File: src/rtl/tmm_pkg.sv
`timescale 1ns / 1ps
// ----------------------------------------------------------------------------
// tmm_pkg: shared types and constants
// Opcodes, memory sizing and the controller to datapath signal groups.
// ----------------------------------------------------------------------------
package tmm_pkg;

  // word count of the data memory, a power of two
  localparam int RAM_WORDS = 1024;
  localparam int ADDR_W    = $clog2(RAM_WORDS);
  localparam int DATA_W    = 32;
  localparam int IN_ADDR_W = 10;

  typedef enum logic [2:0] {
    OP_HALT  = 3'd0,
    OP_ADD   = 3'd1,
    OP_SUB   = 3'd2,
    OP_STORE = 3'd3,
    OP_LOAD  = 3'd4,
    OP_IMM   = 3'd5,
    OP_READ  = 3'd6
  } op_t;

  typedef struct packed {
    logic              load_instr;
    logic              rd_a;
    logic              rd_b;
    logic              commit;
    logic              clear;
    logic [ADDR_W-1:0] clear_addr;
  } ctrl_cmd_t;

  typedef struct packed {
    logic out_free;
  } dp_status_t;

  // addresses wrap modulo the memory size
  function automatic logic [ADDR_W-1:0] wrap_addr(input logic [IN_ADDR_W-1:0] a);
    logic [31:0] t;
    t = 32'(a);
    return t[ADDR_W-1:0];
  endfunction

endpackage

File: src/rtl/tmm_ctrl.sv
`timescale 1ns / 1ps
// ----------------------------------------------------------------------------
// tmm_ctrl: instruction sequencer
// Runs the memory clear after reset and steps each instruction through its
// read and commit cycles.
// ----------------------------------------------------------------------------
module tmm_ctrl import tmm_pkg::*; (
  input  logic       clk,
  input  logic       rst,
  input  logic       in_valid,
  output logic       in_stall,
  input  logic [2:0] op,
  input  dp_status_t status,
  output ctrl_cmd_t  cmd
);

  typedef enum logic [2:0] {
    S_CLEAR,
    S_IDLE,
    S_RD_A,
    S_RD_B,
    S_FIN
  } state_t;

  state_t            state;
  logic [ADDR_W-1:0] clr_cnt;

  always_ff @(posedge clk) begin
    if (rst) begin
      state   <= S_CLEAR;
      clr_cnt <= '0;
    end else begin
      unique case (state)
        S_CLEAR: begin
          clr_cnt <= clr_cnt + 1'b1;
          if (clr_cnt == ADDR_W'(RAM_WORDS - 1)) begin
            state <= S_IDLE;
          end
        end
        S_IDLE: begin
          if (in_valid) begin
            unique case (op_t'(op))
              OP_ADD, OP_SUB: state <= S_RD_A;
              OP_LOAD:        state <= S_RD_B;
              default:        state <= S_FIN;
            endcase
          end
        end
        S_RD_A: state <= S_RD_B;
        S_RD_B: state <= S_FIN;
        S_FIN: begin
          if (status.out_free) begin
            state <= S_IDLE;
          end
        end
        default: state <= S_IDLE;
      endcase
    end
  end

  assign in_stall = (state != S_IDLE);

  always_comb begin
    cmd.load_instr = (state == S_IDLE) && in_valid;
    cmd.rd_a       = (state == S_RD_A);
    cmd.rd_b       = (state == S_RD_B);
    cmd.commit     = (state == S_FIN) && status.out_free;
    cmd.clear      = (state == S_CLEAR);
    cmd.clear_addr = clr_cnt;
  end

endmodule

File: config.mk
export PLATFORM = sky130hd
export DESIGN_NAME = tmm_ctrl
export DESIGN_NICKNAME = d
export VERILOG_FILES = /design/src/rtl/tmm_pkg.sv /design/src/rtl/tmm_ctrl.sv
export SDC_FILE = /design/constraint.sdc
export NUM_CORES = 1
export LEC_CHECK = 0
export BUFFER_PORTS_ARGS = -buffer_cell sky130_fd_sc_hd__buf_2
export CORE_MARGIN = 2
export CORE_UTILIZATION = 45
export CTS_BUF_LIST = sky130_fd_sc_hd__clkbuf_8
export DETAILED_ROUTE_END_ITERATION = 10
export PLACE_DENSITY = 0.72
export SYNTH_ARGS = -nofsm -noshare
export SYNTH_HDL_FRONTEND = slang
export SYNTH_SLANG_ARGS = --single-unit
export TNS_END_PERCENT = 5
File: constraint.sdc
create_clock -name clk -period 3.9 [get_ports clk]
set_input_delay 0.585 -clock clk [delete_from_list [all_inputs] [get_ports clk]]
set_output_delay 0.585 -clock clk [all_outputs]
set_load 0.005 [all_outputs]
* Word level (Yosys, flattened, before mapping)
Cells that the tools add are included. W data, S select, Z words.
Storage, ports and cells: bits in registers 13, output and inout bits 16, logic and storage cells 25
Operators by class: add/subtract/negate cells 1, equal/unequal tests 12, mux-type cells 5, reductions and logical operators 5
Operator list (count):
- $pmux W3 S5 | 1
- $add A10 B1 Y10 const B | 1
- $eq A10 B10 Y1 const B | 1
- $eq A3 B2 Y1 const B | 3
- $mux W3 | 3
- $eq A3 B1 Y1 const B | 2
- $eq A3 B3 Y1 const B | 2
- $pmux W3 S2 | 1
- $ne A2 B2 Y1 const B | 2
- $logic_not A3 Y1 | 1
- $ne A3 B1 Y1 const B | 1
- $reduce_and A3 Y1 | 1
- $logic_and A1 B1 Y1 | 2
- $ne A2 B1 Y1 const B | 1
- $reduce_or A2 Y1 | 1

* Logic depth before layout (Yosys ltp)
Gate-level depths: netlist of the first run.
depth after elaboration 5, depth in mapped cells 6

* Worst setup path before layout of the first run
Ideal clock, no wire load.
path kind input-to-reg, start point input port op[1], end point register state[0], library setup time 103 ps, data arrival time 1437 ps, setup slack 2360 ps, cell stages on the path 4, path buffers 0, cells stage by stage or3b_1 -> a21oi_1 -> nor3b_1 -> a2111oi_2
On the way: cells in the longest elaborated chain, start to end 5
RTL lines:
- start, declared | line tmm_ctrl.sv:12 | input logic [2:0] op,
- $eq A3 B1 Y1 / $eq A3 B2 Y1 (equally long branches) | line tmm_ctrl.sv:42 | unique case (op_t'(op))
- $reduce_or A2 Y1 | line tmm_ctrl.sv:42
- $pmux W3 S2 (*) | line tmm_ctrl.sv:42
- $mux W3 (*) | line tmm_ctrl.sv:41 | if (in_valid) begin
- $pmux W3 S5 (*) | line tmm_ctrl.sv:33 | unique case (state)
- end signal, assigned | line tmm_ctrl.sv:43 | OP_ADD, OP_SUB: state <= S_RD_A;
- end signal, assigned | line tmm_ctrl.sv:44 | OP_LOAD: state <= S_RD_B;
- end signal, assigned | line tmm_ctrl.sv:45 | default: state <= S_FIN;
- end, declared | line tmm_ctrl.sv:25 | state_t state;
Mark *: on every way between the ends. The rest lies on a longest branch, timed or not. The select of a mux whose other input is x is not followed. A chain may end at the register's enable or synchronous reset.

==> results.txt, run 1 <==
* Std cell rows: 14
- Worst Skew: 0.00118 ns
- Area fraction in compound gates after synthesis: about a tenth
- Cell breakdown of the critical path: nor3_4 > buf_2
- Slew Limit Headroom: 66.6%
- The path class of the tightest hold or removal check is reg -> reg.
- Setup repair after global routing left no endpoint under its margin.
* Post-route antenna net violation count: 0
- Fill cell total of the finished layout: 145
- For this design the static power due to leakage is 0.384 nW.
- Syn_area_per_cell: 8.81 µm²
- The worst setup path is captured at an output pin.
* Initial DRC Count: 9
* Number of library cell types mapped by synthesis: 33
* Final-layout setup total negative slack: 0 ns
- In this run the most critical hold path is launched from clr_cnt[9].
- Clock Pin Slew Worst Setup and Hold Paths: 0.05 ns
* Area growth from synthesis to layout: 19.9%
- In this run the critical register-to-register path is launched from state[1].
- The floorplan step defined a die boundary enclosing approximately 1900 µm².
* Status: finished clean
* Number of buffers inserted by port buffering: 22
- Synth Register Bits: 13
- After Yosys synthesis, full adders, half adders and majority gates account for 1.78% of the synthesized area.
- Routability congestion estimate: about 0.69
* Die outline width: 43.6 µm
* Critical-path top delay cell: sky130_fd_sc_hd__nor3_4
- The clock period could shrink to 1.93 ns.
- Vias in the first global route: 551
- For this configuration, the core starts out at a cell density of 47.3%.
- Flop-to-flop setup slack: around 2.3 ns
- Counting every instance in the synthesized netlist gives 80.
- Dividing total power by cell area gives a power density of around 330 nW/µm².
- The number of setup buffers added after CTS is 0.
- Grt total ovfl: 0
* Antenna cells: 0
- The first global-routing pass estimated 2.26 mm of wire.
- Post-CTS repair changed the size of 0 cells.
- Pin count of the biggest net entering global routing: 15
- By startpoint and endpoint, the worst setup path is classified as reg -> out.
* Chip Height: 43.6 µm
- Drt wl/cell: 11.4 µm
- Endpoints failing hold: 0
* Number of clock sinks: 13
- Number of clock buffers inserted by TritonCTS: 3
- Post-synth design cell area: roughly 700 µm²
- The tree is rooted in a sky130_fd_sc_hd__clkbuf_8.
- Hold-critical path endpoint: clr_cnt[9]
- After detailed routing, the number of remaining DRC violations is 0.
- Critical Path Start: state[1]
- The synthesized netlist devotes between 10 and 15% of its cell area to XOR and XNOR gates.
- Buffers inserted to repair hold after CTS numbered 0.
* Fin Hold WS: 0.513 ns
* Max Fclk: 0.517 GHz
- Final layout net count: 110
- The number of cells on the worst reg-to-reg path is 4.
* Final setup vio count: 0
* Number of instances on the worst hold path: 2
* Largest fanout on the critical path: 12
- Multiplexer cells account for 1.42% of the synthesized area.
- Number of antenna violations at the first check in global routing: 0
- # Max-Cap Violations: 0
- In the final layout, flip-flops and latches occupy approximately 260 µm².
* Routed Wire Length: about 1.3 mm
- Final number of max-transition violations: 0
- Worst-case vdd ir drop: 328 µV
* Capture instance of the worst register-to-register path: clr_cnt[9]
- For this design the top-level I/O count stands at 23.
* Final core utilization: 56.7%
- Number of search-and-repair iterations in the first detailed-routing pass: 4
- After legalization and detailed placement, the total HPWL measured 978 µm.
* Startpoint kind of the worst setup timing path: register
- Post-detailed-route via-to-cell ratio: 5.21
* Register area share after synthesis: between 30% and 40%
- The post-route netlist has 27.7% of its cells at a drive strength greater than 1.
- In the final layout, the multi-input gates occupy 398 µm².
- Critical path buffer and inverter count: 1
* Period utilisation layout: 49.6%
- In this run the number of H-tree levels came out at 1.
* Syn. warnings: 0
- The synthesized netlist devotes 32.7% of its cell area to simple gates.
- By area, the combinational part of the netlist is dominated by simple AND/OR/NAND/NOR gates.
* Pin slew with the least headroom to its limit: roughly 0.5 ns
- TritonCTS clock tree: yes
* Floorplan Core Area: ~1500 µm²
- Clock latency on the worst-skew pair, taken at its later pin, is between 0.2 and 0.25 ns.
* Crit-path leading delay family: simple AND/OR/NAND/NOR gates
- Crit path required time: 3.31 ns
- The clock passes through at most 2 buffers.
- Vias: 609
- At the worst endpoint, the arrival time is 1.35 ns.
* Crit path largest cell delay: 0.50 ns
- Across every metal layer, demand over resource in global routing totals 15.7%.
- Synth Net Count: between 80 and 90
==> stage by stage <==
step / worst slack [ns] / std cells / total power (W) / instance area [µm²]
after global routing: 1.89 / 117 / 0.000287 / 845
after CTS: 1.97 / 117 / 0.000277 / 845
after global placement: 2.21 / 113 / 0.000161 / 800
after detailed placement: 2.21 / 113 / 0.000162 / 800
final: 1.97 / 117 / 0.000275 / 845
after floorplan: 2.36 / 80 / 0.000152 / 704
==> layout make-up <==
cell class / count / area share [%]
multi-input cells: 59 / 47.1
flip-flops and latches: 13 / 30.8
repair buffers: 22 / 13.0
clock buffers: 3 / 4.89
well taps: 16 / 2.37
inverters: 3 / 1.33
clock inverters: 1 / 0.444
==> report_power, final <==
group	internal (W)	switching [W]
clock	0.0000694	0.0000467
sequential	0.000136	0.00000268
combinational	0.00000959	0.0000105
total	0.000215	0.0000599
==> routing by layer <==
metal	track usage (%)	vias to the layer above	part of all wire, %
met5	0	-	0
met3	6.25	0	5.2
met4	3.64	0	0
li1	-	319	-
met2	23.5	11	45
met1	21.3	279	50
==> worst max-delay path by stage <==
stage                           to  slack [ns]  cells after the start
after global placement    state[0]        2.21                      5
after floorplan           state[0]        2.36                      4
after global routing       cmd[10]        1.89                      2
after detailed placement  state[0]        2.21                      5
final                      cmd[10]        1.97                      2
after CTS                  cmd[10]        1.97                      2
==> kinds of logic after synthesis <==
logic type | after synthesis
AO/OA/AOI/OAI | 9
adder cells (fa/ha/maj) | 1
buffers and inverters | 8
multiplexers | 1
flip-flops | 13
XOR/XNOR | 9
AND/OR/NAND/NOR | 39
==> layout by cell type (no fill, tap or decap), types with 2 or more instances in the layout <==
| cell | instances |
|---|---|
| sky130_fd_sc_hd__buf_2 | 22 |
| sky130_fd_sc_hd__dfxtp_1 | 13 |
| sky130_fd_sc_hd__nor2_1 | 12 |
| sky130_fd_sc_hd__xor2_1 | 7 |
| sky130_fd_sc_hd__nand4_1 | 5 |
| sky130_fd_sc_hd__inv_1 | 4 |
| sky130_fd_sc_hd__nand2_1 | 3 |
| sky130_fd_sc_hd__and2_1 | 3 |
| sky130_fd_sc_hd__nand3_1 | 3 |
| sky130_fd_sc_hd__o21ai_0 | 3 |
| sky130_fd_sc_hd__clkbuf_8 | 3 |
| sky130_fd_sc_hd__and3_1 | 2 |
| sky130_fd_sc_hd__xnor2_1 | 2 |
| sky130_fd_sc_hd__a21oi_1 | 2 |
==> flip-flops by register name (all words and copies together), names as in the netlist <==
register and count:
clr_cnt 10, state 3
==> cells in the mapped netlist, drive strengths merged <==
| library cell | number | area (µm²) |
|---|---|---|
| a2111oi | 1 | 15.0 |
| a211oi | 1 | 7.51 |
| a21oi | 2 | 10.0 |
| and2 | 4 | 25.0 |
| and3 | 2 | 12.5 |
| and4 | 1 | 8.76 |
| buf | 4 | 31.3 |
| clkbuf | 1 | 3.75 |
| dfxtp | 13 | 260 |
| ha | 1 | 12.5 |
| inv | 3 | 11.3 |
| mux2i | 1 | 10.0 |
| nand2 | 3 | 11.3 |
| nand2b | 1 | 6.26 |
| nand3 | 3 | 15.0 |
| nand3b | 1 | 7.51 |
| nand4 | 5 | 31.3 |
| nand4b | 1 | 8.76 |
| nor2 | 12 | 45.0 |
| nor3 | 2 | 21.3 |
| nor3b | 1 | 7.51 |
| nor4b | 1 | 15.0 |
| o2111ai | 1 | 8.76 |
| o211a | 1 | 10.0 |
| o21ai | 3 | 15.0 |
| or3 | 1 | 6.26 |
| or3b | 1 | 8.76 |
| xnor2 | 2 | 17.5 |
| xor2 | 7 | 61.3 |
==> worst min-delay path, stage by stage (launching register included) <==
cell                      delay (ns)
sky130_fd_sc_hd__dfxtp_1        0.32
sky130_fd_sc_hd__o21ai_0        0.07
sky130_fd_sc_hd__a21oi_1        0.06
(Power assumes the default switching activity.)
==> run 2, diff against run 1 <==
Clock period 3.9 ns to 1.83 ns, I/O delays scaled along.
==> run 2 against run 1 <==
Clock power increased by 120%. Critical path depth up 1. Register-to-register slack lost 1.8 ns. First-iteration DRC count stayed put. Combinational power increased by 110%. Via count rose by 2.1%. Sequential share of layout area fell by 0.27 points. Setup slack worse by 1.7 ns. Total power grew 120%. Largest cell class unchanged.
==> results.txt, run 2 (synthesized netlist as in run 1, its figures left out) <==
* Number of clock buffers inserted by TritonCTS: 3 (unchanged)
- Drc violations: 0 (unchanged)
- Flop-to-flop setup slack: 0.41 ns (was 2.26 ns)
* Final setup vio count: 0 (unchanged)
- Antenna cells: 0 (unchanged)
- The transition time at the pin with the least slew margin is 0.408 ns (was 0.499 ns).
- The detailed-router iteration count before antenna repair was 4 (unchanged).
- The final wirelength was 1.40 mm (was 1.34 mm).
- The layout net count came to 111 (was 110).
- The static leakage came to 0.388 nW (was 0.384 nW).
* Post-detailed-route via-to-cell ratio: 5.27 (was 5.21)
* Final number of max-transition violations: 0 (unchanged)
- The clock tree from TritonCTS was yes (unchanged).
- The total routing resource utilization after global routing is 16.2% (was 15.7%).
- Grt total ovfl: 0 (unchanged)
- Drt wl/cell: 11.9 µm (was 11.4 µm)
- Cell breakdown of the critical path: nor3_4 > buf_4 > buf_2 (was nor3_4 > buf_2)
* Setup Fix Bufs, Post-CTS: 0 (unchanged)
- The final worst slack was 0.286 ns (was 1.97 ns).
- Number of antenna violations at the first check in global routing: 0 (unchanged)
- The clock edge transition at the registers on the reported setup and hold paths is 0.06 ns (was 0.05 ns).
- Crit path required time: 1.56 ns (was 3.31 ns)
- Number of cells upsized or downsized after cts: 0 (unchanged)
- The maximum resistive drop on vdd was 502 µV (was 328 µV).
* Routability congestion estimate: 0.686 (was 0.688)
* Final total power: 0.000595 W (was 0.000275 W)
- Crit path time final: 1.54 ns
- The most common library cell in the layout ignoring fill and taps was sky130_fd_sc_hd__buf_2 (unchanged).
* Initial DRC Count: 9 (unchanged)
- Period utilisation layout: 84.4%
* Effective utilization at floorplan: 47.3% (unchanged)
- The first element of the critical path is state[1] (unchanged).
* CTS root buf: sky130_fd_sc_hd__clkbuf_8 (unchanged)
- The maximum single-stage delay on the critical path was 0.41 ns (was 0.50 ns).
- The hold buffer count at cts was 0 (unchanged).
- The post-detailed-route count of antenna-violating nets was 0 (unchanged).
- Registers with the most flip-flops: clr_cnt: 10 flops, state: 3 flops (unchanged)
* I/O Pins: 23 (unchanged)
- Highest-count cells in the layout ignoring fill and taps: sky130_fd_sc_hd__buf_2 (22), sky130_fd_sc_hd__dfxtp_1 (13), sky130_fd_sc_hd__nor2_1 (12), sky130_fd_sc_hd__xor2_1 (7), sky130_fd_sc_hd__nand4_1 (5) (unchanged).
- The number of input and output port buffers inserted came to 22 (unchanged).
- The critical register-to-register path startpoint was clr_cnt[2] (was state[1]).
- The row count was 14 (unchanged).
- The number of flip-flops in the largest register came to 10 (unchanged).
- The max-capacitance violation count came to 0 (unchanged).
* Half-perimeter wire length after placement: 1.00 mm (was 978 µm)
- The capturing element type of the critical path was an output pin (unchanged).
- The floorplan core area came to 1490 µm² (unchanged).
* Slew Limit Headroom: 72.8% (was 66.6%)
- The vias after detailed routing is 622 (was 609).
- The endpoint of the most critical setup path is cmd[10] (unchanged).
- The worst hold slack was 0.332 ns (was 0.513 ns).
* Status: finished clean (unchanged)
- Number of clock sinks: 13 (unchanged)
- Number of cells on the worst reg-to-reg path: 4 (unchanged)
- The share of the core filled with cells in the final layout was 57.2% (was 56.7%).
- The register name with the most flops is clr_cnt (unchanged).
- Vias in the first global route: 518 (was 551)
- Source-to-sink clock delay at the later pin of the worst-skew pair: 0.25 ns (was 0.24 ns)
* Max Fclk: about 0.65 GHz
* DIE AREA: 1900 µm² (unchanged)
- Pin count of the biggest net entering global routing: 15 (unchanged)
* Power density relative to cell area: 699 nW/µm² (was 325 nW/µm²)
- The layout-stage area growth over the synthesis result is 21.0% (was 19.9%).
- The worst slack at placement came to 0.417 ns (was 2.21 ns).
- The horizontal die dimension was 43.6 µm (unchanged).
- Endpoints failing hold: 0 (unchanged)
- The setup clock skew after layout came to 0.00503 ns (was 0.00118 ns).
- Max H-tree Level: 1 (unchanged)
* Chip Height: 43.6 µm (unchanged)
- The highest fanout seen on the critical path came to 10 (was 12).
* Setup repair after global routing missed its margin: no (unchanged)
* Startpoint kind of the worst setup timing path: register (unchanged)
* Critical-path top delay cell: sky130_fd_sc_hd__dfxtp_1 (was sky130_fd_sc_hd__nor3_4)
- Global-route wire length before repair: 2.27 mm (was 2.26 mm)
- Arrival time of data at the critical path endpoint: 1.27 ns (was 1.35 ns)
* Final-layout setup total negative slack: 0 ns (unchanged)
- Share of post-route cells with drive strength above 1: 28.4% (was 27.7%)
- Clock Tree Buf Depth: 2 (unchanged)
* Setup CP Type: reg -> out (unchanged)
- Min-delay worst type: in -> reg (was reg -> reg)
- The endpoint of the worst-slack reg-to-reg timing path is clr_cnt[9] (unchanged).
==> run 2: final cells by class <==
cell class / instances / area (µm²)
fill: 143 / 637
sequential: 13 / 260
multi-input combinational: 59 / 398
tap: 16 / 20.0
clock buffer: 3 / 41.3
inverter: 3 / 11.3
clock inverter: 1 / 3.75
timing repair buffer: 23 / 118
==> run 2: power breakdown <==
group	switching, W	internal (W)
clock network	0.000109	0.000149
registers	0.00000575	0.000289
logic	0.0000226	0.0000205
total	0.000137	0.000458
==> run 2: per-stage QoR <==
| stage | cell area, µm² | std cells |
|---|---|---|
| 3_5_place_dp | 807 | 114 |
| 5_1_grt | 852 | 118 |
| 2_1_floorplan | 704 | 80 |
| 4_1_cts | 852 | 118 |
| 6_report | 852 | 118 |
| 3_3_place_gp | 807 | 114 |
==> run 2: worst min-delay path by stage <==
stage          depth (start not counted)        from    endpoint  slack (ns)
3_3_place_gp                           2  clr_cnt[9]  clr_cnt[9]        0.49
2_1_floorplan                          1         rst    state[0]        0.34
6_report                               4      status    state[2]        0.33
3_5_place_dp                           2  clr_cnt[9]  clr_cnt[9]        0.49
4_1_cts                                4      status    state[2]        0.33
5_1_grt                                4      status    state[2]        0.36
==> run 2: per-layer routing <==
layer / global-route usage (%) / share of wire (%) / routed length [µm]
met5: 0 / 0 / 0
met4: 5.45 / 1.4 / 19
met3: 7.50 / 5.4 / 76
met2: 22.1 / 45 / 626
met1: 22.4 / 48 / 677
==> run 2: worst max-delay path, delay by kind of cell (launching register included) <==
kind	cells	cell delay, ns
buffers and inverters	2	0.34
DFF	1	0.41
and+or+nand+nor	1	0.27
